### src/rtl/ecsm_pkg.sv
// ecsm_pkg: shared types, constants and codes for the scalar multiply unit
// no dependencies
package ecsm_pkg;

    localparam int FIELD_BITS  = 16;
    localparam int SCALAR_BITS = 16;
    localparam int PROD_BITS   = 2 * FIELD_BITS;
    localparam int SCNT_BITS   = $clog2(SCALAR_BITS + 1);
    localparam int RCNT_BITS   = $clog2(PROD_BITS + 1);

    localparam logic [FIELD_BITS-1:0] PRIME_RESET = FIELD_BITS'(23);
    localparam logic [FIELD_BITS-1:0] COEFF_RESET = FIELD_BITS'(1);

    // configuration register indexes
    localparam logic [0:0] REG_PRIME = 1'b0;
    localparam logic [0:0] REG_COEFF = 1'b1;

    // arithmetic unit operations
    typedef enum logic [2:0] {
        OP_MUL,
        OP_ADD,
        OP_SUB,
        OP_RED,
        OP_INV
    } alu_op_t;

    typedef struct packed {
        logic                  start;
        alu_op_t               op;
        logic [FIELD_BITS-1:0] opa;
        logic [FIELD_BITS-1:0] opb;
        logic [FIELD_BITS-1:0] modulus;
    } alu_req_t;

    typedef struct packed {
        logic                  done;
        logic [FIELD_BITS-1:0] value;
        logic                  fail;
    } alu_rsp_t;

    // sequencer states
    typedef enum logic [5:0] {
        S_IDLE,
        S_RED_X, S_RED_Y, S_RED_A,
        S_BIT,
        S_ADD_CHK,
        S_ADD_NUM, S_ADD_DEN,
        S_DBL_CHK,
        S_DBL_SQ, S_DBL_SQ3, S_DBL_NUM, S_DBL_DEN,
        S_INV, S_LAM,
        S_LSQ, S_RX1, S_RX2, S_DX, S_LDX, S_RY,
        S_NEXT,
        S_DONE
    } seq_state_t;

endpackage

### src/rtl/ec_scalar_multiply_gfp_unit.sv
// throughput: one item at a time; in_stall is high from acceptance until the
// result beat is taken; the shared modular unit sets the rate
// reset: rst_n asynchronous active low; prime 23, coefficient 1, no result held
// top level of the scalar multiply unit; depends on ecsm_pkg, ecsm_alu, ecsm_seq
module ec_scalar_multiply_gfp_unit (
    input  logic        clk,
    input  logic        rst_n,
    input  logic        in_valid,
    output logic        in_stall,
    input  logic [15:0] scalar,
    input  logic [15:0] point_x,
    input  logic [15:0] point_y,
    output logic        out_valid,
    input  logic        out_stall,
    output logic [15:0] result_x,
    output logic [15:0] result_y,
    output logic        result_is_infinity,
    output logic        inverse_failed,
    input  logic        cfg_valid,
    output logic        cfg_ready,
    input  logic [0:0]  cfg_index,
    input  logic [15:0] cfg_data
);

    localparam int W = ecsm_pkg::FIELD_BITS;

    logic [W-1:0]       prime_reg, coeff_reg;
    logic               busy_reg, busy_next;
    logic               ov_reg, ov_next;
    logic [15:0]        rx_reg, ry_reg;
    logic               rinf_reg, rfail_reg;
    ecsm_pkg::alu_req_t req;
    ecsm_pkg::alu_rsp_t rsp;
    logic               sdone;
    logic [15:0]        sx, sy;
    logic               sinf, sfail;
    logic               accept;

    assign accept    = in_valid && !in_stall;
    assign in_stall  = busy_reg;
    assign cfg_ready = 1'b1;

    // configuration registers
    always_ff @(posedge clk or negedge rst_n)
    begin
        if (!rst_n)
        begin
            prime_reg <= ecsm_pkg::PRIME_RESET;
            coeff_reg <= ecsm_pkg::COEFF_RESET;
        end
        else if (cfg_valid)
        begin
            if (cfg_index == ecsm_pkg::REG_PRIME)
                prime_reg <= W'(cfg_data);
            else
                coeff_reg <= W'(cfg_data);
        end
    end

    // busy from accept until the result beat leaves
    always_comb
    begin
        busy_next = busy_reg;
        ov_next   = ov_reg;
        if (accept)
            busy_next = 1'b1;
        if (sdone)
            ov_next = 1'b1;
        if (ov_reg && !out_stall)
        begin
            ov_next   = 1'b0;
            busy_next = 1'b0;
        end
    end

    always_ff @(posedge clk or negedge rst_n)
    begin
        if (!rst_n)
        begin
            busy_reg <= 1'b0;
            ov_reg   <= 1'b0;
        end
        else
        begin
            busy_reg <= busy_next;
            ov_reg   <= ov_next;
        end
    end

    // result register
    always_ff @(posedge clk)
    begin
        if (sdone)
        begin
            rx_reg    <= sx;
            ry_reg    <= sy;
            rinf_reg  <= sinf;
            rfail_reg <= sfail;
        end
    end

    ecsm_seq u_seq (
        .clk      (clk),
        .rst_n    (rst_n),
        .start    (accept),
        .scalar   (scalar),
        .point_x  (point_x),
        .point_y  (point_y),
        .prime    (prime_reg),
        .coeff    (coeff_reg),
        .req      (req),
        .rsp      (rsp),
        .done     (sdone),
        .res_x    (sx),
        .res_y    (sy),
        .res_inf  (sinf),
        .res_fail (sfail)
    );

    ecsm_alu u_alu (
        .clk   (clk),
        .rst_n (rst_n),
        .req   (req),
        .rsp   (rsp)
    );

    assign out_valid          = ov_reg;
    assign result_x           = rx_reg;
    assign result_y           = ry_reg;
    assign result_is_infinity = rinf_reg;
    assign inverse_failed     = rfail_reg;

endmodule

### src/rtl/ecsm_alu.sv
// ecsm_alu: shared multi-cycle modular unit (multiply, add, sub, reduce, inverse)
// depends on ecsm_pkg
module ecsm_alu (
    input  logic              clk,
    input  logic              rst_n,
    input  ecsm_pkg::alu_req_t req,
    output ecsm_pkg::alu_rsp_t rsp
);

    localparam int W  = ecsm_pkg::FIELD_BITS;
    localparam int PW = ecsm_pkg::PROD_BITS;

    typedef enum logic [2:0] {
        A_IDLE, A_MUL, A_RED, A_DIV, A_UPD, A_FIN
    } alu_state_t;

    alu_state_t                       state_reg, state_next;
    ecsm_pkg::alu_op_t                op_reg, op_next;
    logic [PW-1:0]                    acc_reg, acc_next;      // product / dividend
    logic [W:0]                       rem_reg, rem_next;      // running remainder
    logic [W-1:0]                     mul_reg, mul_next;      // multiplier bits
    logic [W-1:0]                     mod_reg, mod_next;
    logic [ecsm_pkg::RCNT_BITS-1:0]   cnt_reg, cnt_next;
    // euclid state
    logic [W-1:0]                     r_reg, r_next, nr_reg, nr_next;
    logic [W-1:0]                     q_reg, q_next;
    logic signed [W+1:0]              t_reg, t_next, nt_reg, nt_next;
    logic [W:0]                       dden_reg, dden_next;
    logic [W-1:0]                     res_reg, res_next;
    logic                             fail_reg, fail_next;
    logic                             done_reg, done_next;

    logic [W+1:0]                     sum;
    logic [W:0]                       trial;
    logic [PW-1:0]                    dbl;
    logic signed [PW+3:0]             qnt;

    // registers
    always_ff @(posedge clk or negedge rst_n)
    begin
        if (!rst_n)
        begin
            state_reg <= A_IDLE;
            done_reg  <= 1'b0;
        end
        else
        begin
            state_reg <= state_next;
            done_reg  <= done_next;
        end
    end

    always_ff @(posedge clk)
    begin
        op_reg   <= op_next;
        acc_reg  <= acc_next;
        rem_reg  <= rem_next;
        mul_reg  <= mul_next;
        mod_reg  <= mod_next;
        cnt_reg  <= cnt_next;
        r_reg    <= r_next;
        nr_reg   <= nr_next;
        q_reg    <= q_next;
        t_reg    <= t_next;
        nt_reg   <= nt_next;
        dden_reg <= dden_next;
        res_reg  <= res_next;
        fail_reg <= fail_next;
    end

    // one step of the shared datapath per cycle
    always_comb
    begin
        state_next = state_reg;
        op_next    = op_reg;
        acc_next   = acc_reg;
        rem_next   = rem_reg;
        mul_next   = mul_reg;
        mod_next   = mod_reg;
        cnt_next   = cnt_reg;
        r_next     = r_reg;
        nr_next    = nr_reg;
        q_next     = q_reg;
        t_next     = t_reg;
        nt_next    = nt_reg;
        dden_next  = dden_reg;
        res_next   = res_reg;
        fail_next  = fail_reg;
        done_next  = 1'b0;
        sum        = '0;
        trial      = '0;
        dbl        = '0;
        qnt        = '0;
        unique case (state_reg)
            A_IDLE:
            begin
                if (req.start)
                begin
                    op_next   = req.op;
                    mod_next  = req.modulus;
                    fail_next = 1'b0;
                    rem_next  = '0;
                    cnt_next  = ecsm_pkg::RCNT_BITS'(PW);
                    unique case (req.op)
                        ecsm_pkg::OP_MUL:
                        begin
                            acc_next   = '0;
                            mul_next   = req.opb;
                            dden_next  = {1'b0, req.opa};
                            cnt_next   = ecsm_pkg::RCNT_BITS'(W);
                            state_next = A_MUL;
                        end
                        ecsm_pkg::OP_ADD:
                        begin
                            acc_next   = PW'({1'b0, req.opa} + {1'b0, req.opb});
                            state_next = A_RED;
                        end
                        ecsm_pkg::OP_SUB:
                        begin
                            acc_next   = PW'({2'b0, req.opa} + {2'b0, req.modulus}
                                             - {2'b0, req.opb});
                            state_next = A_RED;
                        end
                        ecsm_pkg::OP_RED:
                        begin
                            acc_next   = PW'(req.opa);
                            state_next = A_RED;
                        end
                        default:
                        begin
                            // inverse: r = m, nr = v
                            r_next     = req.modulus;
                            nr_next    = req.opa;
                            t_next     = '0;
                            nt_next    = (W+2)'(1);
                            state_next = A_DIV;
                            acc_next   = PW'(req.modulus);
                            dden_next  = {1'b0, req.opa};
                            q_next     = '0;
                            cnt_next   = ecsm_pkg::RCNT_BITS'(W);
                            if (req.opa == '0)
                                state_next = A_FIN;
                        end
                    endcase
                end
            end
            A_MUL:
            begin
                // shift-add, msb first
                dbl = {acc_reg[PW-2:0], 1'b0};
                if (mul_reg[W-1])
                    dbl = dbl + PW'(dden_reg);
                acc_next = dbl;
                mul_next = {mul_reg[W-2:0], 1'b0};
                cnt_next = cnt_reg - 1'b1;
                if (cnt_reg == ecsm_pkg::RCNT_BITS'(1))
                begin
                    rem_next   = '0;
                    cnt_next   = ecsm_pkg::RCNT_BITS'(PW);
                    state_next = A_RED;
                end
            end
            A_RED:
            begin
                // restoring reduction, one bit per cycle
                sum   = {rem_reg, acc_reg[PW-1]};
                trial = (W+1)'(sum - {2'b0, mod_reg});
                if (sum >= {2'b0, mod_reg})
                    rem_next = trial;
                else
                    rem_next = sum[W:0];
                acc_next = {acc_reg[PW-2:0], 1'b0};
                cnt_next = cnt_reg - 1'b1;
                if (cnt_reg == ecsm_pkg::RCNT_BITS'(1))
                begin
                    res_next   = W'(rem_next);
                    done_next  = 1'b1;
                    state_next = A_IDLE;
                end
            end
            A_DIV:
            begin
                // restoring divide r / nr, one quotient bit per cycle
                sum   = {rem_reg, acc_reg[W-1]};
                trial = (W+1)'(sum - {1'b0, dden_reg});
                q_next = {q_reg[W-2:0], 1'b0};
                if (sum >= {1'b0, dden_reg})
                begin
                    rem_next  = trial;
                    q_next[0] = 1'b1;
                end
                else
                    rem_next = sum[W:0];
                acc_next = {acc_reg[PW-2:0], 1'b0};
                cnt_next = cnt_reg - 1'b1;
                if (cnt_reg == ecsm_pkg::RCNT_BITS'(1))
                    state_next = A_UPD;
            end
            A_UPD:
            begin
                qnt     = (PW+4)'(t_reg) - $signed({4'b0, q_reg}) * (PW+4)'(nt_reg);
                t_next  = nt_reg;
                nt_next = (W+2)'(qnt);
                r_next  = nr_reg;
                nr_next = W'(rem_reg);
                if (rem_reg == '0)
                    state_next = A_FIN;
                else
                begin
                    acc_next  = PW'(nr_reg);
                    dden_next = rem_reg;
                    rem_next  = '0;
                    q_next    = '0;
                    cnt_next  = ecsm_pkg::RCNT_BITS'(W);
                    state_next = A_DIV;
                end
            end
            default:
            begin
                // A_FIN: check gcd and fold t into range
                if (r_reg != W'(1))
                begin
                    fail_next = 1'b1;
                    res_next  = '0;
                end
                else if (t_reg < 0)
                    res_next = W'(t_reg + (W+2)'(mod_reg));
                else
                    res_next = W'(t_reg);
                done_next  = 1'b1;
                state_next = A_IDLE;
            end
        endcase
    end

    assign rsp.done  = done_reg;
    assign rsp.value = res_reg;
    assign rsp.fail  = fail_reg;

endmodule

### src/rtl/ecsm_seq.sv
// ecsm_seq: double-and-add sequencer driving the shared modular unit
// depends on ecsm_pkg
module ecsm_seq (
    input  logic                          clk,
    input  logic                          rst_n,
    input  logic                          start,
    input  logic [15:0]                   scalar,
    input  logic [15:0]                   point_x,
    input  logic [15:0]                   point_y,
    input  logic [ecsm_pkg::FIELD_BITS-1:0] prime,
    input  logic [ecsm_pkg::FIELD_BITS-1:0] coeff,
    output ecsm_pkg::alu_req_t            req,
    input  ecsm_pkg::alu_rsp_t            rsp,
    output logic                          done,
    output logic [15:0]                   res_x,
    output logic [15:0]                   res_y,
    output logic                          res_inf,
    output logic                          res_fail
);

    localparam int W = ecsm_pkg::FIELD_BITS;
    localparam int S = ecsm_pkg::SCALAR_BITS;

    ecsm_pkg::seq_state_t state_reg, state_next, ret_reg, ret_next;
    logic                 busy_reg, busy_next;
    logic [S-1:0]         k_reg, k_next;
    logic [W-1:0]         bx_reg, bx_next, by_reg, by_next;
    logic [W-1:0]         ax_reg, ax_next, ay_reg, ay_next;
    logic                 ainf_reg, ainf_next;
    logic [W-1:0]         ca_reg, ca_next;
    logic [W-1:0]         num_reg, num_next, tmp_reg, tmp_next, lam_reg, lam_next;
    logic [W-1:0]         px_reg, px_next, py_reg, py_next;  // left operand
    logic [W-1:0]         qx_reg, qx_next;                   // right operand x
    logic [W-1:0]         nx_reg, nx_next;
    logic                 dbl_reg, dbl_next;                 // current op is doubling
    logic                 fail_reg, fail_next;

    always_ff @(posedge clk or negedge rst_n)
    begin
        if (!rst_n)
        begin
            state_reg <= ecsm_pkg::S_IDLE;
            busy_reg  <= 1'b0;
        end
        else
        begin
            state_reg <= state_next;
            busy_reg  <= busy_next;
        end
    end

    always_ff @(posedge clk)
    begin
        ret_reg  <= ret_next;
        k_reg    <= k_next;
        bx_reg   <= bx_next;
        by_reg   <= by_next;
        ax_reg   <= ax_next;
        ay_reg   <= ay_next;
        ainf_reg <= ainf_next;
        ca_reg   <= ca_next;
        num_reg  <= num_next;
        tmp_reg  <= tmp_next;
        lam_reg  <= lam_next;
        px_reg   <= px_next;
        py_reg   <= py_next;
        qx_reg   <= qx_next;
        nx_reg   <= nx_next;
        dbl_reg  <= dbl_next;
        fail_reg <= fail_next;
    end

    // issue strobe: high while a unit request is issued from the current state
    logic issue;

    // next state and datapath updates
    always_comb
    begin
        state_next = state_reg;
        ret_next   = ret_reg;
        busy_next  = busy_reg;
        k_next     = k_reg;
        bx_next    = bx_reg;
        by_next    = by_reg;
        ax_next    = ax_reg;
        ay_next    = ay_reg;
        ainf_next  = ainf_reg;
        ca_next    = ca_reg;
        num_next   = num_reg;
        tmp_next   = tmp_reg;
        lam_next   = lam_reg;
        px_next    = px_reg;
        py_next    = py_reg;
        qx_next    = qx_reg;
        nx_next    = nx_reg;
        dbl_next   = dbl_reg;
        fail_next  = fail_reg;
        issue      = 1'b0;
        if (state_reg == ecsm_pkg::S_IDLE)
        begin
            if (start)
            begin
                k_next    = S'(scalar);
                bx_next   = W'(point_x);
                by_next   = W'(point_y);
                ca_next   = coeff;
                ainf_next = 1'b1;
                ax_next   = '0;
                ay_next   = '0;
                fail_next = 1'b0;
                busy_next = 1'b0;
                if (prime < W'(3))
                begin
                    fail_next  = 1'b1;
                    state_next = ecsm_pkg::S_DONE;
                end
                else
                    state_next = ecsm_pkg::S_RED_X;
            end
        end
        else if (state_reg == ecsm_pkg::S_DONE)
            state_next = ecsm_pkg::S_IDLE;
        else if (busy_reg)
        begin
            // waiting on the shared unit
            if (rsp.done)
            begin
                busy_next = 1'b0;
                unique case (state_reg)
                    ecsm_pkg::S_RED_X:   begin bx_next = rsp.value;
                                               state_next = ecsm_pkg::S_RED_Y; end
                    ecsm_pkg::S_RED_Y:   begin by_next = rsp.value;
                                               state_next = ecsm_pkg::S_RED_A; end
                    ecsm_pkg::S_RED_A:   begin ca_next = rsp.value;
                                               state_next = ecsm_pkg::S_BIT; end
                    ecsm_pkg::S_ADD_NUM: begin num_next = rsp.value;
                                               state_next = ecsm_pkg::S_ADD_DEN; end
                    ecsm_pkg::S_ADD_DEN: begin tmp_next = rsp.value;
                                               state_next = ecsm_pkg::S_INV; end
                    ecsm_pkg::S_DBL_SQ:  begin tmp_next = rsp.value;
                                               state_next = ecsm_pkg::S_DBL_SQ3; end
                    ecsm_pkg::S_DBL_SQ3: begin tmp_next = rsp.value;
                                               state_next = ecsm_pkg::S_DBL_NUM; end
                    ecsm_pkg::S_DBL_NUM: begin num_next = rsp.value;
                                               state_next = ecsm_pkg::S_DBL_DEN; end
                    ecsm_pkg::S_DBL_DEN: begin tmp_next = rsp.value;
                                               state_next = ecsm_pkg::S_INV; end
                    ecsm_pkg::S_INV:
                    begin
                        tmp_next = rsp.value;
                        if (rsp.fail)
                        begin
                            fail_next  = 1'b1;
                            state_next = ecsm_pkg::S_DONE;
                        end
                        else
                            state_next = ecsm_pkg::S_LAM;
                    end
                    ecsm_pkg::S_LAM:     begin lam_next = rsp.value;
                                               state_next = ecsm_pkg::S_LSQ; end
                    ecsm_pkg::S_LSQ:     begin tmp_next = rsp.value;
                                               state_next = ecsm_pkg::S_RX1; end
                    ecsm_pkg::S_RX1:     begin tmp_next = rsp.value;
                                               state_next = ecsm_pkg::S_RX2; end
                    ecsm_pkg::S_RX2:     begin nx_next = rsp.value;
                                               state_next = ecsm_pkg::S_DX; end
                    ecsm_pkg::S_DX:      begin tmp_next = rsp.value;
                                               state_next = ecsm_pkg::S_LDX; end
                    ecsm_pkg::S_LDX:     begin tmp_next = rsp.value;
                                               state_next = ecsm_pkg::S_RY; end
                    default:
                    begin
                        // S_RY: write back the new point
                        if (dbl_reg)
                        begin
                            bx_next = nx_reg;
                            by_next = rsp.value;
                        end
                        else
                        begin
                            ax_next   = nx_reg;
                            ay_next   = rsp.value;
                            ainf_next = 1'b0;
                        end
                        state_next = ret_reg;
                    end
                endcase
            end
        end
        else
        begin
            unique case (state_reg)
                ecsm_pkg::S_BIT:
                begin
                    dbl_next = 1'b0;
                    ret_next = ecsm_pkg::S_NEXT;
                    if (k_reg[0])
                        state_next = ecsm_pkg::S_ADD_CHK;
                    else
                        state_next = ecsm_pkg::S_NEXT;
                end
                ecsm_pkg::S_ADD_CHK:
                begin
                    // acc + base
                    px_next = ax_reg;
                    py_next = ay_reg;
                    qx_next = bx_reg;
                    if (ainf_reg)
                    begin
                        ax_next    = bx_reg;
                        ay_next    = by_reg;
                        ainf_next  = 1'b0;
                        state_next = ecsm_pkg::S_NEXT;
                    end
                    else if (ax_reg == bx_reg)
                    begin
                        if (ay_reg != by_reg || ay_reg == '0)
                        begin
                            ainf_next  = 1'b1;
                            ax_next    = '0;
                            ay_next    = '0;
                            state_next = ecsm_pkg::S_NEXT;
                        end
                        else
                            state_next = ecsm_pkg::S_DBL_SQ;
                    end
                    else
                        state_next = ecsm_pkg::S_ADD_NUM;
                end
                ecsm_pkg::S_NEXT:
                begin
                    if (k_reg[S-1:1] == '0 || dbl_reg)
                    begin
                        if (dbl_reg)
                        begin
                            k_next     = k_reg >> 1;
                            state_next = ecsm_pkg::S_BIT;
                        end
                        else
                            state_next = ecsm_pkg::S_DONE;
                    end
                    else
                    begin
                        // base doubling; return here, then shift
                        dbl_next = 1'b1;
                        px_next  = bx_reg;
                        py_next  = by_reg;
                        qx_next  = bx_reg;
                        if (by_reg == '0)
                        begin
                            // doubling to infinity: no further additions change acc
                            // only if later bits are set would it matter; base
                            // infinity adds nothing
                            k_next     = '0;
                            state_next = ecsm_pkg::S_DONE;
                        end
                        else
                            state_next = ecsm_pkg::S_DBL_SQ;
                    end
                end
                default:
                begin
                    // issue a unit operation for the current state
                    issue     = 1'b1;
                    busy_next = 1'b1;
                end
            endcase
        end
    end

    // unit request for the current state
    always_comb
    begin
        req.start   = issue;
        req.modulus = prime;
        req.op      = ecsm_pkg::OP_MUL;
        req.opa     = '0;
        req.opb     = '0;
        unique case (state_reg)
            ecsm_pkg::S_RED_X:   begin req.op = ecsm_pkg::OP_RED; req.opa = bx_reg; end
            ecsm_pkg::S_RED_Y:   begin req.op = ecsm_pkg::OP_RED; req.opa = by_reg; end
            ecsm_pkg::S_RED_A:   begin req.op = ecsm_pkg::OP_RED; req.opa = ca_reg; end
            ecsm_pkg::S_ADD_NUM: begin req.op = ecsm_pkg::OP_SUB;
                                       req.opa = by_reg; req.opb = ay_reg; end
            ecsm_pkg::S_ADD_DEN: begin req.op = ecsm_pkg::OP_SUB;
                                       req.opa = bx_reg; req.opb = ax_reg; end
            ecsm_pkg::S_DBL_SQ:  begin req.opa = px_reg; req.opb = px_reg; end
            ecsm_pkg::S_DBL_SQ3: begin req.opa = tmp_reg; req.opb = W'(3); end
            ecsm_pkg::S_DBL_NUM: begin req.op = ecsm_pkg::OP_ADD;
                                       req.opa = tmp_reg; req.opb = ca_reg; end
            ecsm_pkg::S_DBL_DEN: begin req.opa = py_reg; req.opb = W'(2); end
            ecsm_pkg::S_INV:     begin req.op = ecsm_pkg::OP_INV; req.opa = tmp_reg; end
            ecsm_pkg::S_LAM:     begin req.opa = num_reg; req.opb = tmp_reg; end
            ecsm_pkg::S_LSQ:     begin req.opa = lam_reg; req.opb = lam_reg; end
            ecsm_pkg::S_RX1:     begin req.op = ecsm_pkg::OP_SUB;
                                       req.opa = tmp_reg; req.opb = px_reg; end
            ecsm_pkg::S_RX2:     begin req.op = ecsm_pkg::OP_SUB;
                                       req.opa = tmp_reg; req.opb = qx_reg; end
            ecsm_pkg::S_DX:      begin req.op = ecsm_pkg::OP_SUB;
                                       req.opa = px_reg; req.opb = nx_reg; end
            ecsm_pkg::S_LDX:     begin req.opa = lam_reg; req.opb = tmp_reg; end
            ecsm_pkg::S_RY:      begin req.op = ecsm_pkg::OP_SUB;
                                       req.opa = tmp_reg; req.opb = py_reg; end
            default:             begin req.op = ecsm_pkg::OP_MUL; end
        endcase
    end

    // result outputs
    always_comb
    begin
        done     = (state_reg == ecsm_pkg::S_DONE);
        res_fail = fail_reg;
        res_inf  = !fail_reg && ainf_reg;
        res_x    = (fail_reg || ainf_reg) ? '0 : 16'(ax_reg);
        res_y    = (fail_reg || ainf_reg) ? '0 : 16'(ay_reg);
    end

endmodule

### config.mk
export PLATFORM = sky130hd
export DESIGN_NAME = ec_scalar_multiply_gfp_unit
export DESIGN_NICKNAME = d
export VERILOG_FILES = /design/src/rtl/ecsm_pkg.sv /design/src/rtl/ec_scalar_multiply_gfp_unit.sv /design/src/rtl/ecsm_alu.sv /design/src/rtl/ecsm_seq.sv
export SDC_FILE = /design/constraint.sdc
export NUM_CORES = 2
export LEC_CHECK = 0
export ABC_AREA = 1
export BUFFER_PORTS_ARGS = -buffer_cell sky130_fd_sc_hd__buf_2
export CAP_MARGIN = 10
export CORE_MARGIN = 10
export CORE_UTILIZATION = 50
export DETAILED_ROUTE_END_ITERATION = 12
export GPL_TIMING_DRIVEN = 0
export PLACE_DENSITY = 0.73
export SLEW_MARGIN = 0
export SYNTH_ARGS = -nofsm -noshare
export SYNTH_HDL_FRONTEND = slang
export SYNTH_HIERARCHICAL = 1
export SYNTH_SLANG_ARGS = --single-unit
### constraint.sdc
create_clock -name clk -period 7.28 [get_ports clk]
set_input_delay 0.728 -clock clk [delete_from_list [all_inputs] [get_ports clk]]
set_output_delay 0.728 -clock clk [all_outputs]
set_load 0.03 [all_outputs]
==> results.yml <==
setup_path:
  cp_data_required_time_ns: 7.66
  critPathCaptureType: "register"
  startpoint_type: "register"
  worstPathArrival_ns: 6.80
  setup.worst_path.class: "register to register"
  worstPathMaxFanout: 10
logic_synthesis:
  synth_area_mm2: 0.0358
  synth_cell_type_count: 63
  synth_top_area_share_pct: 37.7
  async_flop_share_pct: 8.91
  synth_largest_area_cell: "edfxtp_1"
  synth-edff-count: 450
  syn_inst: 4349
  synth_seq_cells: 494
  ys.flop_type: "edfxtp_1"
  yosys_warnings: 6
  syn_nets: 4729
  ys_seq_area_share_pct: 40.8
  synth_area_leaders: "edfxtp_1, nand2_1, fa_1"
  syn_avg_cell_area_um2: 8.23
die:
  fp-row-count: 98
  die_w_um: 288
  die_h_um: 288
  io_pins: 107
  coreArea_mm2: 0.0712
  die-area_mm2: 0.0827
  start_util_pct: 50.3
drt:
  dr.max_layer_used: "met5"
  drc_errors: 0
  drt_iter0_drc: 4262
  wl_met2_mm: 54.6
  wl_met1_mm: 51.4
  wirelength_mm: 126
  vias_per_cell: 5.83
  dr_wl_met3_mm: 14.2
  vias: 32300
  wl_per_cell_um: 22.7
  dr.pass1.iters: 6
  antenna_left: 0
timing:
  finalMaxSlewViolations: 0
  hold_viol: 0
  tightest_slew_ns: 1.12
  rsz0062_at_grt: "false"
  timing.fmax_mhz: 156
  setup-violations-final: 0
  max_slew_margin_pct: 24.5
  finClkSkew_ns: 0.0424
  min_period_ns: 6.42
  fin_tns_setup_ns: 0
  period_share_pct: 88.2
  fin_ws_ns: 0.860
  whs_ns: 0.285
clocking:
  cts_root_buffer: "clkbuf_16"
  cts_made_buffers: 56
  htree_levels: 2
  clkSinkCount: 494
  clkTransAtPathRegs_ns: 0.06
  clk_latency_ns: 0.66
  cts_resized: 0
  clockBufferDepth: 3
  ctsHoldBuffers: 0
  cts_setup_buffers: 0
  cts_tree: "built"
place:
  dp_slack_ns: 0.959
  gp_congestion: 1.04
  port_buffers: 103
  dp.final_hpwl_mm: 99.5
cells_and_area:
  final_nets: 4914
  post-route-util_pct: 55.9
  synthToLayoutAreaGrowth_pct: 11.2
  fillCellCount: 6548
  layout-drive-gt1-share_pct: 7.95
  largest_reg_flops: 32
grt:
  grt_pass1_wl_mm: 188
  grt_pass1_vias: 30800
  grtUsageTotal_pct: 30.0
  grt_max_degree: 45
  antenna_found_initial: 4
  grt-ovfl-total: 0
status:
  run_status: "finished, final reports clean"
run:
  max-cap-violations: 0
power:
  vdd_drop_max_mv: 0.181
  power_density_mw_per_mm2: 161
  p_leak_nw: 18.7
worst_hold_path:
  worstHoldPathType: "input pin to asynchronous set/reset pin"
## Yosys cell counts (all sizes together), types with 2 or more instances
library cell  instances
fa                  146
o221ai                5
dfrtp                39
a211oi                5
a21oi               216
nor4                 18
a21o                 19
a22o                  2
ha                  164
a31o                  2
nand3               290
o21bai                5
o22ai                13
nor2                340
nand3b               17
o21ai               229
a22oi                19
clkbuf               82
buf                  77
edfxtp              450
a31oi                36
a21boi                7
xor2                 23
o211ai               27
nand2              1147
a32oi                16
a221oi               43
or2                   8
xnor2                41
nand4                50
o31ai                 4
o21a                  7
o2111ai              14
clkinv                2
dfstp                 5
nor3                 41
inv                 736
## where the power goes
group	switching [mW]	leakage (nW)	total [mW]	internal, mW
combinational	0.217	13.8	0.333	0.116
clock	1.24	0.918	2.98	1.74
sequential	0.0184	3.99	3.10	3.08
total	1.48	18.7	6.42	4.94
## cells in the final DEF (no fill, tap or decap), drive strengths merged, types with 156 or more instances in the layout
cell type,count
nand2,1147
clkbuf,156
nand3,290
inv,737
a21oi,216
buf,204
o21ai,229
edfxtp,450
ha,164
nor2,340
## layout make-up
cell class	instances	area [um^2]	share of cell area, %
multi-input cells	2958	17700	44.4
flip-flops and latches	494	14600	36.7
inverters	738	2780	6.97
clock buffers	74	1500	3.77
well taps	950	1190	2.99
repair buffers	127	822	2.06
plain buffers	159	787	1.98
clock inverters	31	418	1.05
diodes	3	7.51	0.0189
## cells by family (layout without fill, tap and decap cells)
| family | count (synthesis) | after routing | share of synthesized area (%) |
|---|---|---|---|
| xor gates and xnor gates | 64 | 64 | 1.57 |
| muxes | 1 | 1 | 0.0280 |
| buffers and inverters | 897 | 1129 | 9.95 |
| adders and majority gates | 310 | 310 | 13.9 |
| AOI/OAI and AO/OA | 670 | 670 | 11.2 |
| and+or+nand+nor | 1912 | 1912 | 22.6 |
| other | 1 | 4 | 0.0105 |
| DFF | 494 | 494 | 40.8 |
## critical path, cell delays in order (launching register included)
cell and delay, ns:
edfxtp_1 0.65, clkbuf_1 0.54, nand2_1 0.16, fa_1 0.57, inv_1 0.06, fa_1 0.51
fa_1 0.52, inv_1 0.05, fa_1 0.39, fa_1 0.55, inv_1 0.07, fa_1 0.53
inv_1 0.04, ha_1 0.34, a21oi_1 0.26, o21bai_1 0.10, a21oi_1 0.23, o21ai_0 0.12
a21oi_1 0.13, nand2_1 0.13, a21oi_1 0.14, nor2_1 0.06
## worst paths after layout
kind	slack (ns)	from	cells past startpoint	endpoint
min	0.28	rst_n	1	prime_reg[14]
max reg2reg	0.86	u_alu/nt_reg[5]	21	u_alu/nt_reg[17]
min reg2reg	0.47	coeff_reg[0]	2	coeff_reg[0]
max	0.86	u_alu/nt_reg[5]	21	u_alu/nt_reg[17]
max in group asynchronous	6.29	rst_n	1	u_alu/state_reg[1]
min in group clk	0.30	cfg_data[4]	3	prime_reg[4]
## metal layers
metal | vias to the layer above | global-route usage [%]
li1 | 14700 | -
met1 | 15400 | 41.1
met2 | 1829 | 46.0
met3 | 305 | 6.28
met4 | 2 | 11.7
met5 | - | 0
## per-stage QoR
step / total power [mW] / cells / instance area (um^2)
after floorplan: 3.37 / 4349 / 35800
after global placement: 3.48 / 5402 / 37500
after detailed placement: 3.48 / 5424 / 37900
after CTS: 6.43 / 5529 / 39800
after global routing: 6.58 / 5531 / 39800
final: 6.42 / 5534 / 39800
(Power assumes the default switching activity.)
